--- config.mk ---
export PLATFORM = sky130hd
export DESIGN_NAME = slu_ctrl
export DESIGN_NICKNAME = d
export VERILOG_FILES = /design/src/hw/rtl/slu_pkg.sv /design/src/hw/rtl/slu_ctrl.sv
export SDC_FILE = /design/constraint.sdc
export NUM_CORES = 1
export LEC_CHECK = 0
export BUFFER_PORTS_ARGS = -buffer_cell sky130_fd_sc_hd__clkbuf_2
export CORE_ASPECT_RATIO = 1.75
export CORE_MARGIN = 2
export CORE_UTILIZATION = 43
export DETAILED_ROUTE_END_ITERATION = 10
export GPL_TIMING_DRIVEN = 0
export PLACE_DENSITY = 0.64
export SETUP_SLACK_MARGIN = 0.5
export SLEW_MARGIN = 20
export SYNTH_ARGS = -nofsm -noshare
export SYNTH_HDL_FRONTEND = slang
export SYNTH_SLANG_ARGS = --single-unit
--- constraint.sdc ---
create_clock -name clk_i -period 3.5 [get_ports clk_i]
set_input_delay 0.35 -clock clk_i [delete_from_list [all_inputs] [get_ports clk_i]]
set_output_delay 0.35 -clock clk_i [all_outputs]
set_load 0.02 [all_outputs]
--- src/hw/rtl/slu_pkg.sv ---
// Package for the small LU linear solver: sizes, codes, FSM states and the
// command/status structs between controller and datapath. No dependencies.
package slu_pkg;

  localparam int MaxOrder = 3;
  localparam int DataW    = 32;
  localparam int IdxW     = 2;
  localparam int RhsBase  = MaxOrder * MaxOrder;
  localparam int MemDepth = RhsBase + MaxOrder;
  localparam int MemAw    = $clog2(MemDepth);
  localparam int ProdW    = 2 * DataW + 2;

  typedef logic [MemAw-1:0] addr_t;
  typedef logic [IdxW-1:0]  idx_t;

  typedef enum logic [1:0] {
    OP_LOAD_A = 2'd0,
    OP_LOAD_B = 2'd1,
    OP_SOLVE  = 2'd2
  } op_e;

  // write data select for the working store
  typedef enum logic [2:0] {
    WS_LRD,
    WS_S,
    WS_RD,
    WS_X,
    WS_PIV,
    WS_QUO
  } wsel_e;

  typedef enum logic [1:0] {
    MUL_XR,
    MUL_PV1,
    MUL_PV2
  } mulsel_e;

  typedef enum logic [1:0] {
    MODE_LU,
    MODE_FWD,
    MODE_BACK
  } mode_e;

  typedef enum logic [5:0] {
    ST_IDLE, ST_COPY, ST_SCAN_RD, ST_SCAN_ACC, ST_SCAN_ROW,
    ST_LD_S, ST_LD_S_W, ST_MA, ST_MA_W, ST_MB_W, ST_MQ, ST_MSUB,
    ST_WR_S, ST_PV1, ST_PV2, ST_PV3, ST_NEXT_I,
    ST_SWAP, ST_SW_R1, ST_SW_R2, ST_SW_W1, ST_SW_W2,
    ST_DG, ST_DG_W, ST_DV_RD, ST_DV_W, ST_DIV_RUN, ST_DIV_WR,
    ST_F0, ST_F1, ST_F2, ST_F_WR,
    ST_B0, ST_B1, ST_B_DIV, ST_B_DW,
    ST_O_RD, ST_O_W, ST_O_WAIT, ST_SING
  } state_e;

  typedef struct packed {
    logic    l_we;
    addr_t   l_waddr;
    addr_t   l_raddr;
    logic    w_we;
    addr_t   w_waddr;
    addr_t   w_raddr;
    wsel_e   w_sel;
    logic    s_ld;
    logic    s_sub;
    logic    x_ld;
    logic    prod_en;
    mulsel_e mul_sel;
    logic    q_en;
    logic    cmp_en;
    logic    best_ld;
    logic    big_clr;
    logic    big_acc;
    idx_t    scale_idx;
    idx_t    scale_idx2;
    logic    scale_we;
    logic    scale_swap;
    logic    piv_ld;
    logic    div_start;
    logic    div_back;
    logic    out_ld_sol;
    logic    out_ld_sing;
    idx_t    out_index;
    logic    out_last;
    logic    out_odd;
  } cmd_t;

  typedef struct packed {
    logic big_zero;
    logic ge;
    logic div_busy;
    logic out_busy;
  } status_t;

  function automatic addr_t mat_addr(idx_t r, idx_t c);
    mat_addr = addr_t'(r) * addr_t'(MaxOrder) + addr_t'(c);
  endfunction

  function automatic addr_t rhs_addr(idx_t r);
    rhs_addr = addr_t'(RhsBase) + addr_t'(r);
  endfunction

endpackage

--- src/hw/rtl/slu_ctrl.sv ---
// Controller: sequencer for load, copy, row scan, Crout LU with pivoting,
// substitution and result output. Depends on slu_pkg.
module slu_ctrl (
  input  logic                     clk_i,
  input  logic                     rst_ni,
  input  logic                     matrix_size_we_i,
  input  logic [1:0]               matrix_size_i,
  input  logic                     in_valid_i,
  output logic                     in_ready_o,
  input  logic [1:0]               operation_i,
  input  logic [slu_pkg::IdxW-1:0] row_i,
  input  logic [slu_pkg::IdxW-1:0] column_i,
  input  slu_pkg::status_t         status_i,
  output slu_pkg::cmd_t            cmd_o
);

  localparam int CopyW = $clog2(slu_pkg::MemDepth + 1);

  typedef logic [slu_pkg::IdxW-1:0] idx_t;

  slu_pkg::state_e state_q, state_d;
  slu_pkg::mode_e  mode_q, mode_d;
  idx_t            i_q, i_d, j_q, j_d, k_q, k_d, kend_q, kend_d, best_q, best_d;
  idx_t            perm_q [slu_pkg::MaxOrder];
  logic            perm_we;
  logic            parity_q, parity_d;
  logic [1:0]      size_q;
  logic [CopyW-1:0] c_q, c_d;
  idx_t            n, nm1, i_p1, k_p1, kmin, p;
  logic            in_xfer, solve_go;

  assign n        = (size_q == 2'd0) ? idx_t'(1) : idx_t'(size_q);
  assign nm1      = n - idx_t'(1);
  assign i_p1     = i_q + idx_t'(1);
  assign k_p1     = k_q + idx_t'(1);
  assign kmin     = (i_q < j_q) ? i_q : j_q;
  assign p        = perm_q[i_q];
  assign in_ready_o = (state_q == slu_pkg::ST_IDLE);
  assign in_xfer  = in_valid_i && in_ready_o;
  assign solve_go = in_xfer && (operation_i == slu_pkg::OP_SOLVE);

  // next state
  always_comb begin
    state_d = state_q;
    unique case (state_q)
      slu_pkg::ST_IDLE:     if (solve_go) state_d = slu_pkg::ST_COPY;
      slu_pkg::ST_COPY:     if (c_q == CopyW'(slu_pkg::MemDepth)) state_d = slu_pkg::ST_SCAN_RD;
      slu_pkg::ST_SCAN_RD:  state_d = slu_pkg::ST_SCAN_ACC;
      slu_pkg::ST_SCAN_ACC: state_d = (k_q == nm1) ? slu_pkg::ST_SCAN_ROW : slu_pkg::ST_SCAN_RD;
      slu_pkg::ST_SCAN_ROW: begin
        if (status_i.big_zero) state_d = slu_pkg::ST_SING;
        else if (i_q == nm1)   state_d = slu_pkg::ST_LD_S;
        else                   state_d = slu_pkg::ST_SCAN_RD;
      end
      slu_pkg::ST_LD_S:     state_d = slu_pkg::ST_LD_S_W;
      slu_pkg::ST_LD_S_W:   state_d = (kmin == '0) ? slu_pkg::ST_WR_S : slu_pkg::ST_MA;
      slu_pkg::ST_MA:       state_d = slu_pkg::ST_MA_W;
      slu_pkg::ST_MA_W:     state_d = slu_pkg::ST_MB_W;
      slu_pkg::ST_MB_W:     state_d = slu_pkg::ST_MQ;
      slu_pkg::ST_MQ:       state_d = slu_pkg::ST_MSUB;
      slu_pkg::ST_MSUB: begin
        if (k_p1 != kend_q) begin
          state_d = slu_pkg::ST_MA;
        end else begin
          unique case (mode_q)
            slu_pkg::MODE_LU:  state_d = slu_pkg::ST_WR_S;
            slu_pkg::MODE_FWD: state_d = slu_pkg::ST_F_WR;
            default:           state_d = slu_pkg::ST_B_DIV;
          endcase
        end
      end
      slu_pkg::ST_WR_S: begin
        priority if (i_q < j_q) state_d = slu_pkg::ST_LD_S;
        else if (i_q == j_q)    state_d = slu_pkg::ST_NEXT_I;
        else                    state_d = slu_pkg::ST_PV1;
      end
      slu_pkg::ST_PV1:      state_d = slu_pkg::ST_PV2;
      slu_pkg::ST_PV2:      state_d = slu_pkg::ST_PV3;
      slu_pkg::ST_PV3:      state_d = slu_pkg::ST_NEXT_I;
      slu_pkg::ST_NEXT_I:   state_d = (i_q == nm1) ? slu_pkg::ST_SWAP : slu_pkg::ST_LD_S;
      slu_pkg::ST_SWAP:     state_d = (best_q != j_q) ? slu_pkg::ST_SW_R1 : slu_pkg::ST_DG;
      slu_pkg::ST_SW_R1:    state_d = slu_pkg::ST_SW_R2;
      slu_pkg::ST_SW_R2:    state_d = slu_pkg::ST_SW_W1;
      slu_pkg::ST_SW_W1:    state_d = slu_pkg::ST_SW_W2;
      slu_pkg::ST_SW_W2:    state_d = (k_q == nm1) ? slu_pkg::ST_DG : slu_pkg::ST_SW_R1;
      slu_pkg::ST_DG:       state_d = slu_pkg::ST_DG_W;
      slu_pkg::ST_DG_W:     state_d = (j_q == nm1) ? slu_pkg::ST_F0 : slu_pkg::ST_DV_RD;
      slu_pkg::ST_DV_RD:    state_d = slu_pkg::ST_DV_W;
      slu_pkg::ST_DV_W:     state_d = slu_pkg::ST_DIV_RUN;
      slu_pkg::ST_DIV_RUN:  if (!status_i.div_busy) state_d = slu_pkg::ST_DIV_WR;
      slu_pkg::ST_DIV_WR: begin
        if (mode_q == slu_pkg::MODE_LU) begin
          state_d = (i_q == nm1) ? slu_pkg::ST_LD_S : slu_pkg::ST_DV_RD;
        end else begin
          state_d = (i_q == '0) ? slu_pkg::ST_O_RD : slu_pkg::ST_B0;
        end
      end
      slu_pkg::ST_F0:       state_d = slu_pkg::ST_F1;
      slu_pkg::ST_F1:       state_d = slu_pkg::ST_F2;
      slu_pkg::ST_F2:       state_d = (i_q == '0) ? slu_pkg::ST_F_WR : slu_pkg::ST_MA;
      slu_pkg::ST_F_WR:     state_d = (i_q == nm1) ? slu_pkg::ST_B0 : slu_pkg::ST_F0;
      slu_pkg::ST_B0:       state_d = slu_pkg::ST_B1;
      slu_pkg::ST_B1:       state_d = (i_q == nm1) ? slu_pkg::ST_B_DIV : slu_pkg::ST_MA;
      slu_pkg::ST_B_DIV:    state_d = slu_pkg::ST_B_DW;
      slu_pkg::ST_B_DW:     state_d = slu_pkg::ST_DIV_RUN;
      slu_pkg::ST_O_RD:     state_d = slu_pkg::ST_O_W;
      slu_pkg::ST_O_W:      state_d = slu_pkg::ST_O_WAIT;
      slu_pkg::ST_O_WAIT: begin
        if (!status_i.out_busy) begin
          state_d = (i_q == nm1) ? slu_pkg::ST_IDLE : slu_pkg::ST_O_RD;
        end
      end
      slu_pkg::ST_SING:     state_d = slu_pkg::ST_O_WAIT;
      default:              state_d = slu_pkg::ST_IDLE;
    endcase
  end

  // commands and loop counters
  always_comb begin
    cmd_o    = '0;
    cmd_o.w_sel   = slu_pkg::WS_S;
    cmd_o.mul_sel = slu_pkg::MUL_XR;
    cmd_o.l_waddr = (operation_i == slu_pkg::OP_LOAD_B) ? slu_pkg::rhs_addr(row_i) :
                    slu_pkg::mat_addr(row_i, column_i);
    cmd_o.l_we    = in_xfer && (row_i < idx_t'(slu_pkg::MaxOrder)) &&
                    ((operation_i == slu_pkg::OP_LOAD_B) ||
                     ((operation_i == slu_pkg::OP_LOAD_A) &&
                      (column_i < idx_t'(slu_pkg::MaxOrder))));
    cmd_o.scale_idx = i_q;
    cmd_o.out_index = i_q;
    cmd_o.out_last  = (i_q == nm1);
    cmd_o.out_odd   = parity_q;
    i_d = i_q; j_d = j_q; k_d = k_q; kend_d = kend_q; best_d = best_q;
    c_d = c_q; mode_d = mode_q; parity_d = parity_q;
    perm_we = 1'b0;
    unique case (state_q)
      slu_pkg::ST_IDLE: begin
        if (solve_go) begin
          c_d = '0;
          parity_d = 1'b0;
        end
      end
      slu_pkg::ST_COPY: begin
        cmd_o.l_raddr = (c_q < CopyW'(slu_pkg::MemDepth)) ? slu_pkg::addr_t'(c_q) : '0;
        cmd_o.w_we    = (c_q != '0);
        cmd_o.w_waddr = slu_pkg::addr_t'(c_q - CopyW'(1));
        cmd_o.w_sel   = slu_pkg::WS_LRD;
        c_d = c_q + CopyW'(1);
        i_d = '0; k_d = '0;
        cmd_o.big_clr = 1'b1;
      end
      slu_pkg::ST_SCAN_RD: cmd_o.w_raddr = slu_pkg::mat_addr(i_q, k_q);
      slu_pkg::ST_SCAN_ACC: begin
        cmd_o.big_acc = 1'b1;
        k_d = k_p1;
      end
      slu_pkg::ST_SCAN_ROW: begin
        k_d = '0;
        if (status_i.big_zero) begin
          i_d = nm1;
        end else begin
          cmd_o.scale_we = 1'b1;
          cmd_o.big_clr  = 1'b1;
          if (i_q == nm1) begin
            i_d = '0; j_d = '0;
            mode_d = slu_pkg::MODE_LU;
          end else begin
            i_d = i_p1;
          end
        end
      end
      slu_pkg::ST_LD_S: cmd_o.w_raddr = slu_pkg::mat_addr(i_q, j_q);
      slu_pkg::ST_LD_S_W: begin
        cmd_o.s_ld = 1'b1;
        k_d = '0;
        kend_d = kmin;
      end
      slu_pkg::ST_MA: cmd_o.w_raddr = slu_pkg::mat_addr(i_q, k_q);
      slu_pkg::ST_MA_W: begin
        cmd_o.x_ld    = 1'b1;
        cmd_o.w_raddr = (mode_q == slu_pkg::MODE_LU) ? slu_pkg::mat_addr(k_q, j_q) :
                        slu_pkg::rhs_addr(k_q);
      end
      slu_pkg::ST_MB_W: cmd_o.prod_en = 1'b1;
      slu_pkg::ST_MQ:   cmd_o.q_en = 1'b1;
      slu_pkg::ST_MSUB: begin
        cmd_o.s_sub = 1'b1;
        k_d = k_p1;
      end
      slu_pkg::ST_WR_S: begin
        cmd_o.w_we    = 1'b1;
        cmd_o.w_waddr = slu_pkg::mat_addr(i_q, j_q);
        if (i_q < j_q) begin
          i_d = i_p1;
        end else if (i_q == j_q) begin
          cmd_o.best_ld = 1'b1;
          best_d = i_q;
        end
      end
      slu_pkg::ST_PV1: begin
        cmd_o.prod_en = 1'b1;
        cmd_o.mul_sel = slu_pkg::MUL_PV1;
      end
      slu_pkg::ST_PV2: begin
        cmd_o.cmp_en  = 1'b1;
        cmd_o.prod_en = 1'b1;
        cmd_o.mul_sel = slu_pkg::MUL_PV2;
      end
      slu_pkg::ST_PV3: begin
        // later row wins a tie
        if (status_i.ge) begin
          cmd_o.best_ld = 1'b1;
          best_d = i_q;
        end
      end
      slu_pkg::ST_NEXT_I: begin
        if (i_q == nm1) k_d = '0;
        else            i_d = i_p1;
      end
      slu_pkg::ST_SWAP: begin
        perm_we = 1'b1;
        if (best_q != j_q) begin
          cmd_o.scale_swap = 1'b1;
          cmd_o.scale_idx  = j_q;
          cmd_o.scale_idx2 = best_q;
          parity_d = ~parity_q;
        end
      end
      slu_pkg::ST_SW_R1: cmd_o.w_raddr = slu_pkg::mat_addr(best_q, k_q);
      slu_pkg::ST_SW_R2: begin
        cmd_o.x_ld    = 1'b1;
        cmd_o.w_raddr = slu_pkg::mat_addr(j_q, k_q);
      end
      slu_pkg::ST_SW_W1: begin
        cmd_o.w_we    = 1'b1;
        cmd_o.w_waddr = slu_pkg::mat_addr(best_q, k_q);
        cmd_o.w_sel   = slu_pkg::WS_RD;
      end
      slu_pkg::ST_SW_W2: begin
        cmd_o.w_we    = 1'b1;
        cmd_o.w_waddr = slu_pkg::mat_addr(j_q, k_q);
        cmd_o.w_sel   = slu_pkg::WS_X;
        k_d = k_p1;
      end
      slu_pkg::ST_DG: cmd_o.w_raddr = slu_pkg::mat_addr(j_q, j_q);
      slu_pkg::ST_DG_W: begin
        cmd_o.piv_ld  = 1'b1;
        cmd_o.w_we    = 1'b1;
        cmd_o.w_waddr = slu_pkg::mat_addr(j_q, j_q);
        cmd_o.w_sel   = slu_pkg::WS_PIV;
        if (j_q == nm1) begin
          i_d = '0;
          mode_d = slu_pkg::MODE_FWD;
        end else begin
          i_d = j_q + idx_t'(1);
        end
      end
      slu_pkg::ST_DV_RD: cmd_o.w_raddr = slu_pkg::mat_addr(i_q, j_q);
      slu_pkg::ST_DV_W:  cmd_o.div_start = 1'b1;
      slu_pkg::ST_DIV_RUN: ;
      slu_pkg::ST_DIV_WR: begin
        cmd_o.w_we  = 1'b1;
        cmd_o.w_sel = slu_pkg::WS_QUO;
        if (mode_q == slu_pkg::MODE_LU) begin
          cmd_o.w_waddr = slu_pkg::mat_addr(i_q, j_q);
          if (i_q == nm1) begin
            i_d = '0;
            j_d = j_q + idx_t'(1);
          end else begin
            i_d = i_p1;
          end
        end else begin
          cmd_o.w_waddr = slu_pkg::rhs_addr(i_q);
          // row 0 done: output starts from element 0
          if (i_q != '0) i_d = i_q - idx_t'(1);
        end
      end
      slu_pkg::ST_F0: cmd_o.w_raddr = slu_pkg::rhs_addr(p);
      slu_pkg::ST_F1: begin
        cmd_o.s_ld    = 1'b1;
        cmd_o.w_raddr = slu_pkg::rhs_addr(i_q);
      end
      slu_pkg::ST_F2: begin
        cmd_o.w_we    = 1'b1;
        cmd_o.w_waddr = slu_pkg::rhs_addr(p);
        cmd_o.w_sel   = slu_pkg::WS_RD;
        k_d = '0;
        kend_d = i_q;
      end
      slu_pkg::ST_F_WR: begin
        cmd_o.w_we    = 1'b1;
        cmd_o.w_waddr = slu_pkg::rhs_addr(i_q);
        if (i_q == nm1) mode_d = slu_pkg::MODE_BACK;
        else            i_d = i_p1;
      end
      slu_pkg::ST_B0: cmd_o.w_raddr = slu_pkg::rhs_addr(i_q);
      slu_pkg::ST_B1: begin
        cmd_o.s_ld = 1'b1;
        k_d = i_p1;
        kend_d = n;
      end
      slu_pkg::ST_B_DIV: cmd_o.w_raddr = slu_pkg::mat_addr(i_q, i_q);
      slu_pkg::ST_B_DW: begin
        cmd_o.div_start = 1'b1;
        cmd_o.div_back  = 1'b1;
      end
      slu_pkg::ST_O_RD: cmd_o.w_raddr = slu_pkg::rhs_addr(i_q);
      slu_pkg::ST_O_W:  cmd_o.out_ld_sol = 1'b1;
      slu_pkg::ST_O_WAIT: begin
        if (!status_i.out_busy && (i_q != nm1)) i_d = i_p1;
      end
      slu_pkg::ST_SING: begin
        cmd_o.out_ld_sing = 1'b1;
        parity_d = 1'b0;
      end
      default: ;
    endcase
    // div_back follows the mode while the divider runs and its quotient is written
    if (state_q == slu_pkg::ST_DIV_RUN || state_q == slu_pkg::ST_DIV_WR) begin
      cmd_o.div_back = (mode_q == slu_pkg::MODE_BACK);
    end
  end

  always_ff @(posedge clk_i or negedge rst_ni) begin
    if (!rst_ni) begin
      state_q  <= slu_pkg::ST_IDLE;
      mode_q   <= slu_pkg::MODE_LU;
      i_q      <= '0;
      j_q      <= '0;
      k_q      <= '0;
      kend_q   <= '0;
      best_q   <= '0;
      c_q      <= '0;
      parity_q <= 1'b0;
      size_q   <= 2'd3;
      for (int r = 0; r < slu_pkg::MaxOrder; r++) begin
        perm_q[r] <= '0;
      end
    end else begin
      state_q  <= state_d;
      mode_q   <= mode_d;
      i_q      <= i_d;
      j_q      <= j_d;
      k_q      <= k_d;
      kend_q   <= kend_d;
      best_q   <= best_d;
      c_q      <= c_d;
      parity_q <= parity_d;
      if (matrix_size_we_i) size_q <= matrix_size_i;
      if (perm_we) perm_q[j_q] <= best_q;
    end
  end

endmodule

Word level (Yosys, flattened, before mapping). Index checks and enable logic that the tools add are counted.

$add $sub $neg: 19. Bitwise logic cells: 3. Equality and inequality tests: 70. Reductions and logical operators: 46. Magnitude comparators: 7. Multipliers: 5. Mux-type cells: 94.

Operators by type and width (number): $pmux W6 S38 (1); $eq A6 B5 Y1 const B (16); $mux W6 (10); $eq A6 B4 Y1 const B (8); $eq A6 B6 Y1 const B (8); $mux W2 (22); $pmux W5 S8 (1); $mux W4 (9); $pmux W4 S9 (1); $ne A2 B2 Y1 const B (17); $add A4 B2 Y4 (8); $mux W5 (5); $eq A6 B3 Y1 const B (4); $mux W1 (23); $mul A2 B2 Y4 const B (5); $mux W3 (6); $add A4 B2 Y4 const A (4); $pmux W3 S5 (1); $reduce_and A5 Y1 (3); $pmux W2 S7 (1); $reduce_or A2 Y1 (7); $eq A6 B2 Y1 const B (2); $pmux W2 S2 (3); $pmux W2 S3 (2); other kinds (41) (77).

Bits in registers: 31.

Longest topological paths before layout.
Depth after elaboration: 7. Mapped depth: 13. Mapped depth without buffers: 11.

Worst setup path after synthesis. OpenSTA, ideal clock, no wires.

Kind: register to output. Start point: register j_q[1]. End point: output cmd_o[30] (netlist bit). Slack: 572 ps. Arrival: 2578 ps. Stages on the path, launching flop included: 9. Path buffers: 1. Data required time: 3150 ps. Cell sequence: dfrtp_1 > clkbuf_1 > inv_1 > ha_1 > fa_1 > mux2i_1 > nor2_1 > a2111oi_0 > o211ai_1.

RTL lines: start, declared (RTL line slu_ctrl.sv:23) `idx_t i_q, i_d, j_q, j_d, k_q, k_d, kend_q, kend_d, best_q, best_d;`; start signal, assigned (RTL line slu_ctrl.sv:343) `j_q <= j_d;`; end, declared (RTL line slu_ctrl.sv:14) `output slu_pkg::cmd_t cmd_o`.

==> results.sh <==
export IMPL_status="complete, no violations"
export IMPL_yosys_area_top_type="dfrtp_1"
export IMPL_cpMostUsedCell="fa_1"
export IMPL_ioPinCount=64
export IMPL_hpwlAfterDp_um=14400
export IMPL_hold_class="input pin to asynchronous set/reset pin"
export IMPL_worst_path_buf_inv=3
export IMPL_insertion_delay_ns=0.28
export IMPL_ir_worst_vdd_mv=0.423
export IMPL_p_int_uw=2120
export IMPL_synth_most_common_cell="nand2_1"
export IMPL_min_period_over_period=0.893
export IMPL_clk_pin_slew_worst_paths_ns=0.05
export IMPL_avgSynthCellArea_um2=7.69
export IMPL_netlist_top_cells_area="dfrtp_1 17%, ha_1 8.3%, nand2_1 5.9%"
export IMPL_start_kind="flop"
export IMPL_grt_overflow=0
export IMPL_numCtsBuffers=5
export IMPL_worst_pin_slew_ns=0.840
export IMPL_critical_path_max_stage_delay_ns=0.51
export IMPL_grt_max_degree=32
export IMPL_area_growth_pct=21.4
export IMPL_netlist_area_leader_share=0.166
export IMPL_p_seq_frac=0.131
export IMPL_report_final_setup_viol=0
export IMPL_timing_rr_end="state_q[1]"
export IMPL_synthArstFlopShare=1.00
export IMPL_drive_above_1_share=0.297
export IMPL_power_density_nw_per_um2=920
export IMPL_clockPowerShare=0.086
export IMPL_design_core_area_um2=9910
export IMPL_relSlewSlack=0.440
export IMPL_arrival_ns=2.78
export IMPL_drv_cap=0
export IMPL_r2r_setup_slack_ns=0.87
export IMPL_hold_violations=0
export IMPL_drc=0
export IMPL_clock_skew_ns=0.00192
export IMPL_ff2ff_path_depth=10
export IMPL_critical_path_class="flop to output pin"
export IMPL_dieWidth_um=80.2
export IMPL_seq_area_frac_synth=0.178
export IMPL_fin_util=0.535
export IMPL_r2r_start="j_q[1]"
export IMPL_switchingPower_uw=2760
export IMPL_initial_core_util=0.441
export IMPL_period_minus_slack_ns=3.13
export IMPL_io_buffers=63
export IMPL_dr_pass1_iters=6
export IMPL_grt_util_all_layers=0.347
export IMPL_synth_cells=568
export IMPL_drtIter0Drc=437
export IMPL_synth_distinct_cells=80
export IMPL_place_gp_congestion=0.960
export IMPL_yosysWarningCount=0
export IMPL_finalNetCount=714
export IMPL_routed_wl_um=18700
export IMPL_layout_setup_ws_ns=0.374
export IMPL_synth_edf_count=0
export IMPL_critPathMaxFanout=2
export IMPL_clock_sinks=31
export IMPL_ant_nets=0
export IMPL_leakage_uw=0.00235
export IMPL_cts_tree="yes"
export IMPL_synth_nets=622
export IMPL_cts_hold_buf=0
export IMPL_max_freq_mhz=320
export IMPL_die_h_um=137
export IMPL_cp_end_kind="output pin"
export IMPL_place_inst=756
export IMPL_via_per_inst=6.29
export IMPL_ys_flop_type="dfrtp_1"
export IMPL_wl_per_cell_um=23.8
export IMPL_cpLargestDelayFamily="adder cells"
export IMPL_vias=4947
export IMPL_rsz0062_at_grt="yes"
export IMPL_p_sw_frac=0.566
export IMPL_synth_seq_cells=31
export IMPL_synth_area_um2=4370
export IMPL_slowest_stage="fa_1"
export IMPL_worstPathCellList="buf_6 -> fa_1 -> ha_1 -> inv_1 -> fa_1 -> nor2_1 -> a21oi_1 -> o21ai_1 -> a221oi_2 -> nand3_1 -> clkbuf_8"
export IMPL_cts_max_level=2
export IMPL_grt_pass1_wl_um=28000
export IMPL_antenna_found_initial=0
export IMPL_pwr_share_comb=0.783
export IMPL_worstPathRequired_ns=3.15
export IMPL_slew_viol_final=0
export IMPL_diodes=0
export IMPL_grt_pass1_vias=4990
export IMPL_fp_row_count=48
export IMPL_root_buffer="clkbuf_16"
export IMPL_ys_top_cells_by_count="69 x nand2_1, 41 x nor2_1, 38 x o21ai_0, 29 x dfrtp_1, 29 x ha_1"
export IMPL_final_cells=786
export IMPL_die_area_um2=11000
export IMPL_clk_path_buf_depth=2
export IMPL_pre_cts_ws_ns=-0.229
==> area by class of cell <==
| type | count | area [um2] |
|---|---|---|
| fillers | 1024 | 4600 |
| well taps | 125 | 156 |
| inverters | 31 | 126 |
| repair buffers | 85 | 498 |
| clock buffers | 7 | 133 |
| multi-input cells | 463 | 3320 |
| clock inverters | 1 | 5.00 |
| plain buffers | 43 | 280 |
| flip-flops and latches | 31 | 790 |
==> per-stage QoR <==
step	power (uW)	instance area, um2	TNS [ns]	hold slack [ns]
floorplan	2960	4370	0	0.0544
finish	4880	5310	0	0.169
global route	5120	5310	0	0.229
CTS	4700	5230	0	0.187
global placement	4050	4840	-0.263	0.464
detailed placement	4050	4840	-0.384	0.478
==> routing by layer <==
layer  vias up  part of all wire  global-route usage  wire, um
li1       2223                 -                   -         -
met1      2322              0.35               0.377      6570
met2       285              0.50               0.600      9300
met3       117             0.053              0.0360       991
met4         0              0.10               0.278      1870
met5         -                 0                   0         0
==> how the worst max path moves through the flow <==
stage                start         to  slack [ns]  cells after the start
floorplan           j_q[1]  cmd_o[30]        0.57                      8
global placement    j_q[1]  cmd_o[30]       -0.16                      9
detailed placement  j_q[1]  cmd_o[30]       -0.23                      9
CTS                 j_q[1]  cmd_o[31]        0.37                     11
global route        j_q[1]  cmd_o[31]        0.29                     11
finish              j_q[1]  cmd_o[31]        0.37                     11
==> power groups by stage <==
stage / combinational [uW] / sequential, uW / clock, uW
global route: 4040 / 653 / 433
CTS: 3650 / 635 / 424
detailed placement: 3350 / 704 / 0
finish: 3820 / 641 / 418
floorplan: 2320 / 637 / 0
global placement: 3350 / 698 / 0
==> flip-flops by register name, summed over array words and instances (netlist names) <==
register,flops
size_q,2
kend_q,2
k_q,2
parity_q,1
perm_q,6
best_q,2
mode_q,2
c_q,4
i_q,2
state_q,6
j_q,2
==> logic make-up (layout without fill, tap and decap cells) <==
| kind of cell | count (synthesis) | in the layout | synth area share |
|---|---|---|---|
| flip-flops | 31 | 31 | 0.178 |
| XOR/XNOR | 17 | 17 | 0.0341 |
| multiplexers | 19 | 19 | 0.0487 |
| buffers and inverters | 74 | 167 | 0.0865 |
| AND/OR/NAND/NOR | 241 | 241 | 0.295 |
| adder cells (fa/ha/maj) | 38 | 38 | 0.124 |
| AO/OA/AOI/OAI | 148 | 148 | 0.233 |
==> layout by cell type (no fill, tap or decap), types with 6 or more instances in the layout <==
master,instances
nor3_1,17
a21oi_1,24
o21ai_0,35
nor4_1,6
clkbuf_1,8
buf_6,6
o22ai_1,14
xor2_1,6
clkbuf_2,62
mux2_2,8
nand3_1,22
o21ai_1,7
buf_2,17
nor2b_1,13
a31oi_1,6
and3_1,7
nor2_1,40
xnor2_1,10
and2_1,6
dfrtp_1,20
ha_1,27
fa_1,9
inv_1,26
nand2b_1,11
nand2_1,67
buf_4,32
mux2i_1,8
dfrtp_2,9
==> worst register-to-register path, stage by stage (launching register included) <==
cell and delay (ns):
dfrtp_2 0.36, clkbuf_4 0.20, clkinvlp_4 0.14, buf_4 0.19, ha_1 0.31, nor2b_1 0.22, nor3_1 0.09, o31ai_1 0.35
a2111oi_2 0.16, a2111oi_2 0.35, o21ai_1 0.11
==> what timing repair did <==
item	CTS	global route
gates resized for setup	38	15
pin swaps	10	9
cloned	0	0
setup buffers	17	5
setup endpoints to repair	8	9
Note: power is estimated with default switching activity, not from simulation.
